==> config.mk <==
export PLATFORM = sky130hd
export DESIGN_NAME = priority_event_queue_top
export DESIGN_NICKNAME = d
export VERILOG_FILES = /design/src/rtl/pq_pkg.sv /design/src/rtl/priority_event_queue_top.sv /design/src/rtl/pq_evt_store.sv /design/src/rtl/pq_link_store.sv /design/src/rtl/pq_ctrl.sv
export SDC_FILE = /design/constraint.sdc
export NUM_CORES = 2
export LEC_CHECK = 0
export BUFFER_PORTS_ARGS = -buffer_cell sky130_fd_sc_hd__buf_2
export CAP_MARGIN = 20
export CORE_MARGIN = 2
export CORE_UTILIZATION = 45
export CTS_BUF_LIST = sky130_fd_sc_hd__clkbuf_4
export CTS_CLUSTER_DIAMETER = 100
export DETAILED_ROUTE_END_ITERATION = 8
export GPL_ROUTABILITY_DRIVEN = 1
export RECOVER_POWER = 25
export SLEW_MARGIN = 20
export SYNTH_ARGS = -nofsm -noshare
export SYNTH_HDL_FRONTEND = slang
export SYNTH_SLANG_ARGS = --single-unit
==> constraint.sdc <==
create_clock -name clk -period 12.3 [get_ports clk]
set_clock_uncertainty 0.15 [all_clocks]
set_input_delay 2.46 -clock clk [delete_from_list [all_inputs] [get_ports clk]]
set_output_delay 2.46 -clock clk [all_outputs]
set_load 0.02 [all_outputs]
==> src/rtl/pq_pkg.sv <==
`timescale 1ns / 1ps
`default_nettype none
// ----------------------------------------------------------------------------
// pq_pkg
// Shared types, widths and codes of the priority event queue.
// ----------------------------------------------------------------------------
package pq_pkg;

  localparam int PQ_DEPTH_DEF = 16;
  localparam int PQ_MAX_RX    = 32;

  localparam int PQ_ID_W   = 5;
  localparam int PQ_BYTE_W = 8;
  localparam int PQ_WORD_W = 32;
  localparam int PQ_MASK_W = 32;

  localparam logic REQ_PUSH = 1'b0;
  localparam logic REQ_POP  = 1'b1;

  typedef enum logic [1:0] {
    ST_OK    = 2'd0,
    ST_NO_RX = 2'd1,
    ST_FULL  = 2'd2,
    ST_EMPTY = 2'd3
  } status_t;

  // header entry, 34 bits
  typedef struct packed {
    logic [PQ_BYTE_W-1:0] urgency;
    logic [PQ_BYTE_W-1:0] tag;
    logic [PQ_BYTE_W-1:0] kind;
    logic [PQ_ID_W-1:0]   sender;
    logic [PQ_ID_W-1:0]   receiver;
  } hdr_t;

  // body entry, 64 bits
  typedef struct packed {
    logic [PQ_WORD_W-1:0] handle;
    logic [PQ_WORD_W-1:0] payload;
  } body_t;

  function automatic logic rx_enabled(logic [PQ_MASK_W-1:0] mask, logic [PQ_ID_W-1:0] rx);
    return (int'(rx) < PQ_MAX_RX) && mask[rx];
  endfunction

endpackage
`default_nettype wire

==> src/rtl/priority_event_queue_top.sv <==
`timescale 1ns / 1ps
`default_nettype none
// Priority event queue of QUEUE_DEPTH slots. Events are kept in a linked list
// ordered by urgency (smaller first, equal urgency in arrival order) inside
// synchronous header, body and link memories; free slots form a second list.
// One request is handled at a time and gives one result. A push walks the
// list from the head, comparing queued events in order, at most as many as
// the queue holds; the walk reads one link-memory entry per cycle. A finished
// result waits in the output register, and the next request is taken while
// it waits; that request then holds in its last state until the output
// register is free.
// ----------------------------------------------------------------------------
// priority_event_queue_top
// Top level: request sequencer with event and link stores.
// ----------------------------------------------------------------------------
module priority_event_queue_top
  import pq_pkg::*;
#(
  parameter int QUEUE_DEPTH = PQ_DEPTH_DEF
) (
  input  wire logic                 clk,
  input  wire logic                 rst_n,
  input  wire logic                 cfg_wr_en,
  input  wire logic [PQ_MASK_W-1:0] cfg_wr_data,
  input  wire logic                 in_valid,
  output logic                      in_stall,
  input  wire logic                 in_req_type,
  input  wire logic [PQ_ID_W-1:0]   in_receiver_id,
  input  wire logic [PQ_ID_W-1:0]   in_sender_id,
  input  wire logic [PQ_BYTE_W-1:0] in_kind,
  input  wire logic [PQ_BYTE_W-1:0] in_tag,
  input  wire logic [PQ_WORD_W-1:0] in_payload_word,
  input  wire logic [PQ_WORD_W-1:0] in_data_handle,
  input  wire logic [PQ_BYTE_W-1:0] in_urgency,
  output logic                      out_valid,
  input  wire logic                 out_stall,
  output logic [1:0]                out_status,
  output logic                      out_deliver,
  output logic [PQ_ID_W-1:0]        out_receiver,
  output logic [PQ_ID_W-1:0]        out_sender,
  output logic [PQ_BYTE_W-1:0]      out_kind,
  output logic [PQ_BYTE_W-1:0]      out_tag,
  output logic [PQ_WORD_W-1:0]      out_payload,
  output logic [PQ_WORD_W-1:0]      out_handle
);

  localparam int IW = $clog2(QUEUE_DEPTH);

  hdr_t          in_hdr, out_hdr, st_rd_hdr;
  body_t         in_body, out_body, st_rd_body;
  logic          st_wr_en, lk_wr_en;
  logic [IW-1:0] st_wr_addr, rd_addr, lk_wr_addr, lk_wr_data, lk_rd_data;

  assign in_hdr.receiver = in_receiver_id;
  assign in_hdr.sender   = in_sender_id;
  assign in_hdr.kind     = in_kind;
  assign in_hdr.tag      = in_tag;
  assign in_hdr.urgency  = in_urgency;
  assign in_body.payload = in_payload_word;
  assign in_body.handle  = in_data_handle;

  pq_ctrl #(
    .QUEUE_DEPTH (QUEUE_DEPTH)
  ) u_ctrl (
    .clk         (clk),
    .rst_n       (rst_n),
    .cfg_wr_en   (cfg_wr_en),
    .cfg_wr_data (cfg_wr_data),
    .in_valid    (in_valid),
    .in_stall    (in_stall),
    .in_req_type (in_req_type),
    .in_hdr      (in_hdr),
    .out_valid   (out_valid),
    .out_stall   (out_stall),
    .out_status  (out_status),
    .out_deliver (out_deliver),
    .out_hdr     (out_hdr),
    .out_body    (out_body),
    .st_wr_en    (st_wr_en),
    .st_wr_addr  (st_wr_addr),
    .rd_addr     (rd_addr),
    .st_rd_hdr   (st_rd_hdr),
    .st_rd_body  (st_rd_body),
    .lk_wr_en    (lk_wr_en),
    .lk_wr_addr  (lk_wr_addr),
    .lk_wr_data  (lk_wr_data),
    .lk_rd_data  (lk_rd_data)
  );

  pq_evt_store #(
    .QUEUE_DEPTH (QUEUE_DEPTH)
  ) u_evt_store (
    .clk     (clk),
    .wr_en   (st_wr_en),
    .wr_addr (st_wr_addr),
    .wr_hdr  (in_hdr),
    .wr_body (in_body),
    .rd_addr (rd_addr),
    .rd_hdr  (st_rd_hdr),
    .rd_body (st_rd_body)
  );

  pq_link_store #(
    .QUEUE_DEPTH (QUEUE_DEPTH)
  ) u_link_store (
    .clk     (clk),
    .rst_n   (rst_n),
    .wr_en   (lk_wr_en),
    .wr_addr (lk_wr_addr),
    .wr_data (lk_wr_data),
    .rd_addr (rd_addr),
    .rd_data (lk_rd_data)
  );

  assign out_receiver = out_hdr.receiver;
  assign out_sender   = out_hdr.sender;
  assign out_kind     = out_hdr.kind;
  assign out_tag      = out_hdr.tag;
  assign out_payload  = out_body.payload;
  assign out_handle   = out_body.handle;

endmodule
`default_nettype wire

==> src/rtl/pq_evt_store.sv <==
`timescale 1ns / 1ps
`default_nettype none
// ----------------------------------------------------------------------------
// pq_evt_store
// Header and body memories of the event slots, one write and one registered
// read per cycle.
// ----------------------------------------------------------------------------
module pq_evt_store
  import pq_pkg::*;
#(
  parameter int QUEUE_DEPTH = PQ_DEPTH_DEF,
  localparam int IW = $clog2(QUEUE_DEPTH)
) (
  input  wire logic          clk,
  input  wire logic          wr_en,
  input  wire logic [IW-1:0] wr_addr,
  input  wire hdr_t          wr_hdr,
  input  wire body_t         wr_body,
  input  wire logic [IW-1:0] rd_addr,
  output hdr_t               rd_hdr,
  output body_t              rd_body
);

  hdr_t  hdr_mem  [QUEUE_DEPTH];
  body_t body_mem [QUEUE_DEPTH];
  hdr_t  rd_hdr_r;
  body_t rd_body_r;

  always_ff @(posedge clk) begin
    if (wr_en) begin
      hdr_mem[wr_addr]  <= wr_hdr;
      body_mem[wr_addr] <= wr_body;
    end
    rd_hdr_r  <= hdr_mem[rd_addr];
    rd_body_r <= body_mem[rd_addr];
  end

  assign rd_hdr  = rd_hdr_r;
  assign rd_body = rd_body_r;

endmodule
`default_nettype wire

==> src/rtl/pq_link_store.sv <==
`timescale 1ns / 1ps
`default_nettype none
// ----------------------------------------------------------------------------
// pq_link_store
// Next-slot link memory. An entry never written reads as the following
// slot, so after reset all slots form the free list.
// ----------------------------------------------------------------------------
module pq_link_store
  import pq_pkg::*;
#(
  parameter int QUEUE_DEPTH = PQ_DEPTH_DEF,
  localparam int IW = $clog2(QUEUE_DEPTH)
) (
  input  wire logic          clk,
  input  wire logic          rst_n,
  input  wire logic          wr_en,
  input  wire logic [IW-1:0] wr_addr,
  input  wire logic [IW-1:0] wr_data,
  input  wire logic [IW-1:0] rd_addr,
  output logic      [IW-1:0] rd_data
);

  logic [IW-1:0]          link_mem [QUEUE_DEPTH];
  logic [QUEUE_DEPTH-1:0] vld_r;
  logic [IW-1:0]          mem_q_r;
  logic [IW-1:0]          addr_q_r;
  logic                   vld_q_r;

  always_ff @(posedge clk) begin
    if (!rst_n) begin
      vld_r <= '0;
    end else if (wr_en) begin
      vld_r[wr_addr] <= 1'b1;
    end
  end

  always_ff @(posedge clk) begin
    if (wr_en) begin
      link_mem[wr_addr] <= wr_data;
    end
    mem_q_r  <= link_mem[rd_addr];
    vld_q_r  <= vld_r[rd_addr];
    addr_q_r <= rd_addr;
  end

  // reset chain: slot i links to i+1, wrapping at the last slot
  always_comb begin
    if (vld_q_r) begin
      rd_data = mem_q_r;
    end else if (addr_q_r == IW'(QUEUE_DEPTH - 1)) begin
      rd_data = '0;
    end else begin
      rd_data = addr_q_r + IW'(1);
    end
  end

endmodule
`default_nettype wire

==> src/rtl/pq_ctrl.sv <==
`timescale 1ns / 1ps
`default_nettype none
// ----------------------------------------------------------------------------
// pq_ctrl
// Request sequencer: slot allocation, ordered list walk, link updates,
// receiver mask and result register.
// ----------------------------------------------------------------------------
module pq_ctrl
  import pq_pkg::*;
#(
  parameter int QUEUE_DEPTH = PQ_DEPTH_DEF,
  localparam int IW = $clog2(QUEUE_DEPTH),
  localparam int OW = $clog2(QUEUE_DEPTH + 1)
) (
  input  wire logic                 clk,
  input  wire logic                 rst_n,
  input  wire logic                 cfg_wr_en,
  input  wire logic [PQ_MASK_W-1:0] cfg_wr_data,
  input  wire logic                 in_valid,
  output logic                      in_stall,
  input  wire logic                 in_req_type,
  input  wire hdr_t                 in_hdr,
  output logic                      out_valid,
  input  wire logic                 out_stall,
  output logic [1:0]                out_status,
  output logic                      out_deliver,
  output hdr_t                      out_hdr,
  output body_t                     out_body,
  // event store
  output logic                      st_wr_en,
  output logic [IW-1:0]             st_wr_addr,
  output logic [IW-1:0]             rd_addr,
  input  wire hdr_t                 st_rd_hdr,
  input  wire body_t                st_rd_body,
  // link store
  output logic                      lk_wr_en,
  output logic [IW-1:0]             lk_wr_addr,
  output logic [IW-1:0]             lk_wr_data,
  input  wire logic [IW-1:0]        lk_rd_data
);

  typedef enum logic [5:0] {
    S_IDLE  = 6'b000001,
    S_ALLOC = 6'b000010,
    S_WALK  = 6'b000100,
    S_FIX   = 6'b001000,
    S_POP   = 6'b010000,
    S_DONE  = 6'b100000
  } state_t;

  state_t               state_r, state_nxt;
  logic [IW-1:0]        head_r, free_head_r;
  logic [OW-1:0]        occ_r;
  logic [PQ_MASK_W-1:0] mask_r;
  logic [IW-1:0]        slot_r, cur_r, prev_r;
  logic                 have_prev_r;
  logic [OW-1:0]        cnt_r;
  logic [PQ_BYTE_W-1:0] urg_r;
  status_t              res_status_r;
  logic                 res_deliver_r;
  hdr_t                 res_hdr_r;
  body_t                res_body_r;
  logic                 out_valid_r;
  status_t              out_status_r;
  logic                 out_deliver_r;
  hdr_t                 out_hdr_r;
  body_t                out_body_r;

  logic accept, out_load, push_en, is_full, is_empty, urg_gt, at_tail;

  assign accept   = in_valid && (state_r == S_IDLE);
  assign in_stall = (state_r != S_IDLE);
  assign out_load = (state_r == S_DONE) && (!out_valid_r || !out_stall);
  assign push_en  = rx_enabled(mask_r, in_hdr.receiver);
  assign is_full  = (occ_r == OW'(QUEUE_DEPTH));
  assign is_empty = (occ_r == '0);
  // new event goes before the first queued event of strictly greater urgency
  assign urg_gt   = st_rd_hdr.urgency > urg_r;
  assign at_tail  = (cnt_r + OW'(1)) == occ_r;

  assign st_wr_en   = accept && (in_req_type == REQ_PUSH) && push_en && !is_full;
  assign st_wr_addr = free_head_r;

  always_comb begin
    state_nxt  = state_r;
    lk_wr_en   = 1'b0;
    lk_wr_addr = slot_r;
    lk_wr_data = cur_r;
    rd_addr    = head_r;
    case (state_r)
      S_IDLE: begin
        rd_addr = (in_req_type == REQ_POP) ? head_r : free_head_r;
        if (accept) begin
          if (in_req_type == REQ_POP) begin
            state_nxt = is_empty ? S_DONE : S_POP;
          end else begin
            state_nxt = st_wr_en ? S_ALLOC : S_DONE;
          end
        end
      end
      S_ALLOC: begin
        rd_addr   = head_r;
        state_nxt = is_empty ? S_DONE : S_WALK;
      end
      S_WALK: begin
        if (urg_gt) begin
          lk_wr_en   = 1'b1;
          lk_wr_addr = slot_r;
          lk_wr_data = cur_r;
          state_nxt  = have_prev_r ? S_FIX : S_DONE;
        end else if (at_tail) begin
          lk_wr_en   = 1'b1;
          lk_wr_addr = cur_r;
          lk_wr_data = slot_r;
          state_nxt  = S_DONE;
        end else begin
          rd_addr = lk_rd_data;
        end
      end
      S_FIX: begin
        lk_wr_en   = 1'b1;
        lk_wr_addr = prev_r;
        lk_wr_data = slot_r;
        state_nxt  = S_DONE;
      end
      S_POP: begin
        lk_wr_en   = 1'b1;
        lk_wr_addr = head_r;
        lk_wr_data = free_head_r;
        state_nxt  = S_DONE;
      end
      S_DONE: begin
        if (out_load) begin
          state_nxt = S_IDLE;
        end
      end
      default: begin
        state_nxt = S_IDLE;
      end
    endcase
  end

  always_ff @(posedge clk) begin
    if (!rst_n) begin
      state_r     <= S_IDLE;
      head_r      <= '0;
      free_head_r <= '0;
      occ_r       <= '0;
      mask_r      <= '0;
      out_valid_r <= 1'b0;
    end else begin
      state_r <= state_nxt;
      if (cfg_wr_en) begin
        mask_r <= cfg_wr_data;
      end
      case (state_r)
        S_ALLOC: begin
          free_head_r <= lk_rd_data;
          if (is_empty) begin
            head_r <= slot_r;
            occ_r  <= occ_r + OW'(1);
          end
        end
        S_WALK: begin
          if (urg_gt || at_tail) begin
            occ_r <= occ_r + OW'(1);
          end
          if (urg_gt && !have_prev_r) begin
            head_r <= slot_r;
          end
        end
        S_POP: begin
          head_r      <= lk_rd_data;
          free_head_r <= head_r;
          occ_r       <= occ_r - OW'(1);
        end
        default: begin
        end
      endcase
      if (out_load) begin
        out_valid_r <= 1'b1;
      end else if (!out_stall) begin
        out_valid_r <= 1'b0;
      end
    end
  end

  always_ff @(posedge clk) begin
    if (accept) begin
      urg_r         <= in_hdr.urgency;
      slot_r        <= free_head_r;
      res_deliver_r <= 1'b0;
      res_hdr_r     <= '0;
      res_body_r    <= '0;
      if (in_req_type == REQ_POP) begin
        res_status_r <= is_empty ? ST_EMPTY : ST_OK;
      end else if (!push_en) begin
        res_status_r <= ST_NO_RX;
      end else if (is_full) begin
        res_status_r <= ST_FULL;
      end else begin
        res_status_r <= ST_OK;
      end
    end
    if (state_r == S_ALLOC) begin
      cur_r       <= head_r;
      cnt_r       <= '0;
      have_prev_r <= 1'b0;
    end
    if ((state_r == S_WALK) && !urg_gt && !at_tail) begin
      prev_r      <= cur_r;
      have_prev_r <= 1'b1;
      cur_r       <= lk_rd_data;
      cnt_r       <= cnt_r + OW'(1);
    end
    if (state_r == S_POP) begin
      res_hdr_r     <= st_rd_hdr;
      res_body_r    <= st_rd_body;
      res_deliver_r <= rx_enabled(mask_r, st_rd_hdr.receiver);
    end
    if (out_load) begin
      out_status_r  <= res_status_r;
      out_deliver_r <= res_deliver_r;
      out_hdr_r     <= res_hdr_r;
      out_body_r    <= res_body_r;
    end
  end

  assign out_valid   = out_valid_r;
  assign out_status  = out_status_r;
  assign out_deliver = out_deliver_r;
  assign out_hdr     = out_hdr_r;
  assign out_body    = out_body_r;

endmodule
`default_nettype wire

==> impl_metrics.tcl <==
set metrics [dict create \
    rows 150 \
    die_w_um 413.4 \
    rr_startpoint "u_ctrl.state_r[5]" \
    synthTopCellsByArea "edfxtp_1 73%, mux2i_1 8.7%, dfxtp_1 4.7%" \
    worst_setup_path_end_kind "register" \
    worst-endpoint-required_ns 13.31 \
    cts_tree "yes" \
    worstRegToRegCells 11 \
    synthAdderAreaFrac_pct 0.2422 \
    timing_worst_setup_path_type "reg2reg" \
    share_of_synthesized_cell_area_in_and_or_nand_and_nor_gates_pct 4.109 \
    rrSetupSlack_ns 5.77 \
    finalCritPeriodShare_pct 53.09 \
    synth_warnings 0 \
    clock_buffers_created_by_tritoncts 541 \
    internal_power_w 0.01088 \
    post_synth_inst_count 4313 \
    netsw_w 0.002933 \
    power_frac_clock_pct 42.3 \
    final.setup.tns_ns 0 \
    max_slew.worst_pin.slew_ns 1.146 \
    combinational_family_with_the_most_area_after_synthesis "multiplexers" \
    min_period_ns 6.530 \
    design.portCount 231 \
    initialDrtViolationCount 4042 \
    antenna_found_initial 31 \
    synth_enable_flop_cells 1843 \
    ys.flop_type "edfxtp_1" \
    synth.mux.area_fraction_pct 9.329 \
    total_nets_after_synthesis 4463 \
    port-buffer-count 230 \
    grt_max_degree 143 \
    viasPerCell 5.605 \
    yosys.area_share.xor_xnor_pct 0.2190 \
    async_reset_ff_share_pct 0 \
    detailedPlacementHpwl_mm 91.57 \
    htree_num_levels 6 \
    placed_cells 6570 \
    routed_wirelength_mm 190.1 \
    cts.repair.resized 0 \
    syn_area_per_cell_um2 17.49 \
    relative_slew_slack_pct 23.63 \
    post-synth-top-area-cell "edfxtp_1" \
    post-synth-top-count-cell "edfxtp_1" \
    finalWeightedCongestion 0.8106 \
    drt_pre_antenna_iters 5 \
    post_synthesis_cell_type_count 66 \
    synth-seq-cells 2019 \
    routed-via-count 42110 \
    power.share.sequential_pct 55.3 \
    worst_hold_path.num_cells 0 \
    final_max_slew_viol_count 0 \
    critical_path_peak_fanout 59 \
    cts_buffer_depth 4 \
    post-synth-top-area-fraction_pct 73.37 \
    initial_standard_cell_utilization_of_the_core_pct 45.21 \
    switching_share_pct 21.24 \
    final-setup-viol-count 0 \
    count_of_fill_cells_added_during_filler_insertion 13760 \
    worst_r2r_endpoint "u_evt_store.rd_body[5]" \
    gr-total-overflow 0 \
    post_synth_instance_area_um2 75430 \
    pwr-share-comb_pct 2.4 \
    clock-sinks 2019 \
    via_count_of_the_first_global_routing_pass 41740 \
    wl_per_cell_um 25.31 \
    status "finished, final reports clean" \
    synth_sequential_area_ratio_pct 78.05 \
    die-area_um2 170900 \
    final_cell_count_no_fill 7513 \
    area_delta_synth_final_pct 13.28 \
    fin_nets 5059 \
    timing_hold_violations_final 0 \
    post-route-drc-count 0 \
    cts_setup_buffers 0 \
    die_span_y_um 413.4 \
    post_synth_most_frequent_cells "1843 x edfxtp_1, 658 x mux2i_1, 310 x o22ai_1" \
    clk-insertion-delay-late_ns 1.33 \
    worst_ir_drop_vdd_uv 99.88 \
    post_cts_hold_buffer_count 0 \
    power_per_cell_area_nw_per_um2 161.7 \
    max-cap-violations 0 \
    fmax_mhz 153.1 \
    whs_endpoint "u_ctrl.out_body[35]" \
    drive_gt1_share_pct 22.09 \
    cellLeakagePower_nw 32.48 \
    holdCritStartpoint "u_ctrl.res_body_r[35]" \
    synth_area_in_compound_gates_pct 5.967 \
    clk_root_buffer_cell "clkbuf_4" \
    hold_class "reg2reg" \
    cp.arrival_ns 7.54 \
    core_area_um2 166800 \
    groute.usage.overall_pct 21.94 \
    worst_setup_hold_path_clk_slew_ns 0.06 \
    grt_pass1_wl_mm 274.2 \
    critical_path.startpoint_type "register" \
    drt.antenna.violating_nets 0 \
    grt_setup_unrepaired "no" \
]
[power groups by stage]
stage	Combinational [W]	Sequential (W)	Clock, W
global route	0.000359	0.00764	0.00637
global placement	0.000326	0.00778	0
detailed placement	0.000334	0.00778	0
CTS	0.000335	0.00764	0.00601
floorplan	0.000138	0.00781	0
finish	0.000328	0.00764	0.00585
[cell families (layout without fill, tap and decap cells)]
logic type | count (synthesis) | count (layout)
compound gates | 704 | 704
simple gates | 605 | 605
buf+inv | 279 | 1267
flops | 2019 | 2019
xor+xnor | 14 | 14
mux | 678 | 678
other cells | 0 | 8
fa+ha+maj | 14 | 14
[critical path, cell delays in order, from the launching register on]
cell and delay (ns):
dfxtp_1 0.34, nor4_1 0.45, nand3b_1 0.43, a31oi_2 0.50, a211o_1 0.19, and2_4 0.44, buf_4 0.88, or3_4 0.49
buf_4 0.73, buf_4 0.88, o22ai_1 0.19, or4_1 0.54
[flip-flops by register name, indices dropped and copies added, names as in the netlist, 6 cells and up]
register               flops
u_evt_store.rd_body       64
u_ctrl.state_r             6
u_ctrl.res_hdr_r          26
u_evt_store.rd_hdr        34
u_link_store.vld_r        16
u_ctrl.out_body           64
u_ctrl.urg_r               8
u_ctrl.res_body_r         64
u_ctrl.mask_r             32
u_evt_store.hdr_mem      544
u_link_store.link_mem     64
u_evt_store.body_mem    1024
u_ctrl.out_hdr            26
[routing by layer]
| metal | track usage, % | up-vias | part of all wire [%] |
|---|---|---|---|
| met1 | 30.86 | 21360 | 44 |
| met5 | 0 | - | 0.077 |
| met3 | 5.328 | 358 | 7.9 |
| met2 | 33.69 | 1700 | 46 |
| met4 | 7.091 | 26 | 2.1 |
| li1 | - | 18660 | - |
[area by class of cell]
cell class	count	area (um^2)	area share (%)
diodes	8	20.02	0.02343
clock buffers	847	6359	7.442
clock inverters	88	452.9	0.5301
inverters	26	112.6	0.1318
multi-input cells	2015	15170	17.76
flip-flops and latches	2019	58870	68.90
well taps	2204	2758	3.228
repair buffers	306	1697	1.986
[cell usage in the layout (no fill, tap or decap), types with 7 or more instances in the layout]
cell	Yosys	routed
edfxtp_1	1843	1843
nor2_1	87	74
nor2_4	0	13
clkinv_2	1	14
or4_1	105	105
nand3_1	10	8
a22oi_1	11	11
clkbuf_4	0	847
ha_1	13	13
diode_2	0	8
mux2i_1	658	658
nand2_1	248	248
o22ai_1	310	310
xnor2_1	10	10
inv_2	2	15
buf_4	13	71
buf_2	69	154
dfxtp_1	176	176
and2_1	98	96
a221oi_1	104	104
o21ai_0	12	11
a21oi_1	216	215
clkinv_1	0	56
inv_1	23	22
nand4_1	7	7
clkbuf_1	97	76
o21a_1	16	16
mux4_2	20	20
[through the flow]
| stage | power [W] | hold slack [ns] | cell area, um^2 | utilization [%] | worst slack [ns] |
|---|---|---|---|---|---|
| final | 0.01381 | 0.1947 | 85440 | 51.21 | 5.770 |
| after global routing | 0.01437 | 0.2124 | 85430 | 51.20 | 5.459 |
| after CTS | 0.01398 | 0.2071 | 85510 | 51.25 | 5.797 |
| after detailed placement | 0.008119 | 0.2545 | 78700 | 47.17 | 4.491 |
| after global placement | 0.008108 | 0.2513 | 78670 | 47.15 | 4.571 |
| after floorplan | 0.007947 | 0.2503 | 75430 | - | 0.5084 |
[worst max-delay path by stage]
stage                     slack (ns)         startpoint                         end
final                           5.77  u_ctrl.state_r[5]      u_evt_store.rd_body[5]
after global routing            5.46    u_ctrl.urg_r[7]     u_evt_store.rd_body[52]
after CTS                       5.80    u_ctrl.urg_r[7]     u_evt_store.rd_body[38]
after detailed placement        4.49        in_req_type     u_evt_store.rd_body[38]
after global placement          4.57        in_req_type     u_evt_store.rd_body[38]
after floorplan                 0.51  in_receiver_id[0]  u_evt_store.body_mem[0][0]
No activity file was read; power rests on OpenSTA's default activity.
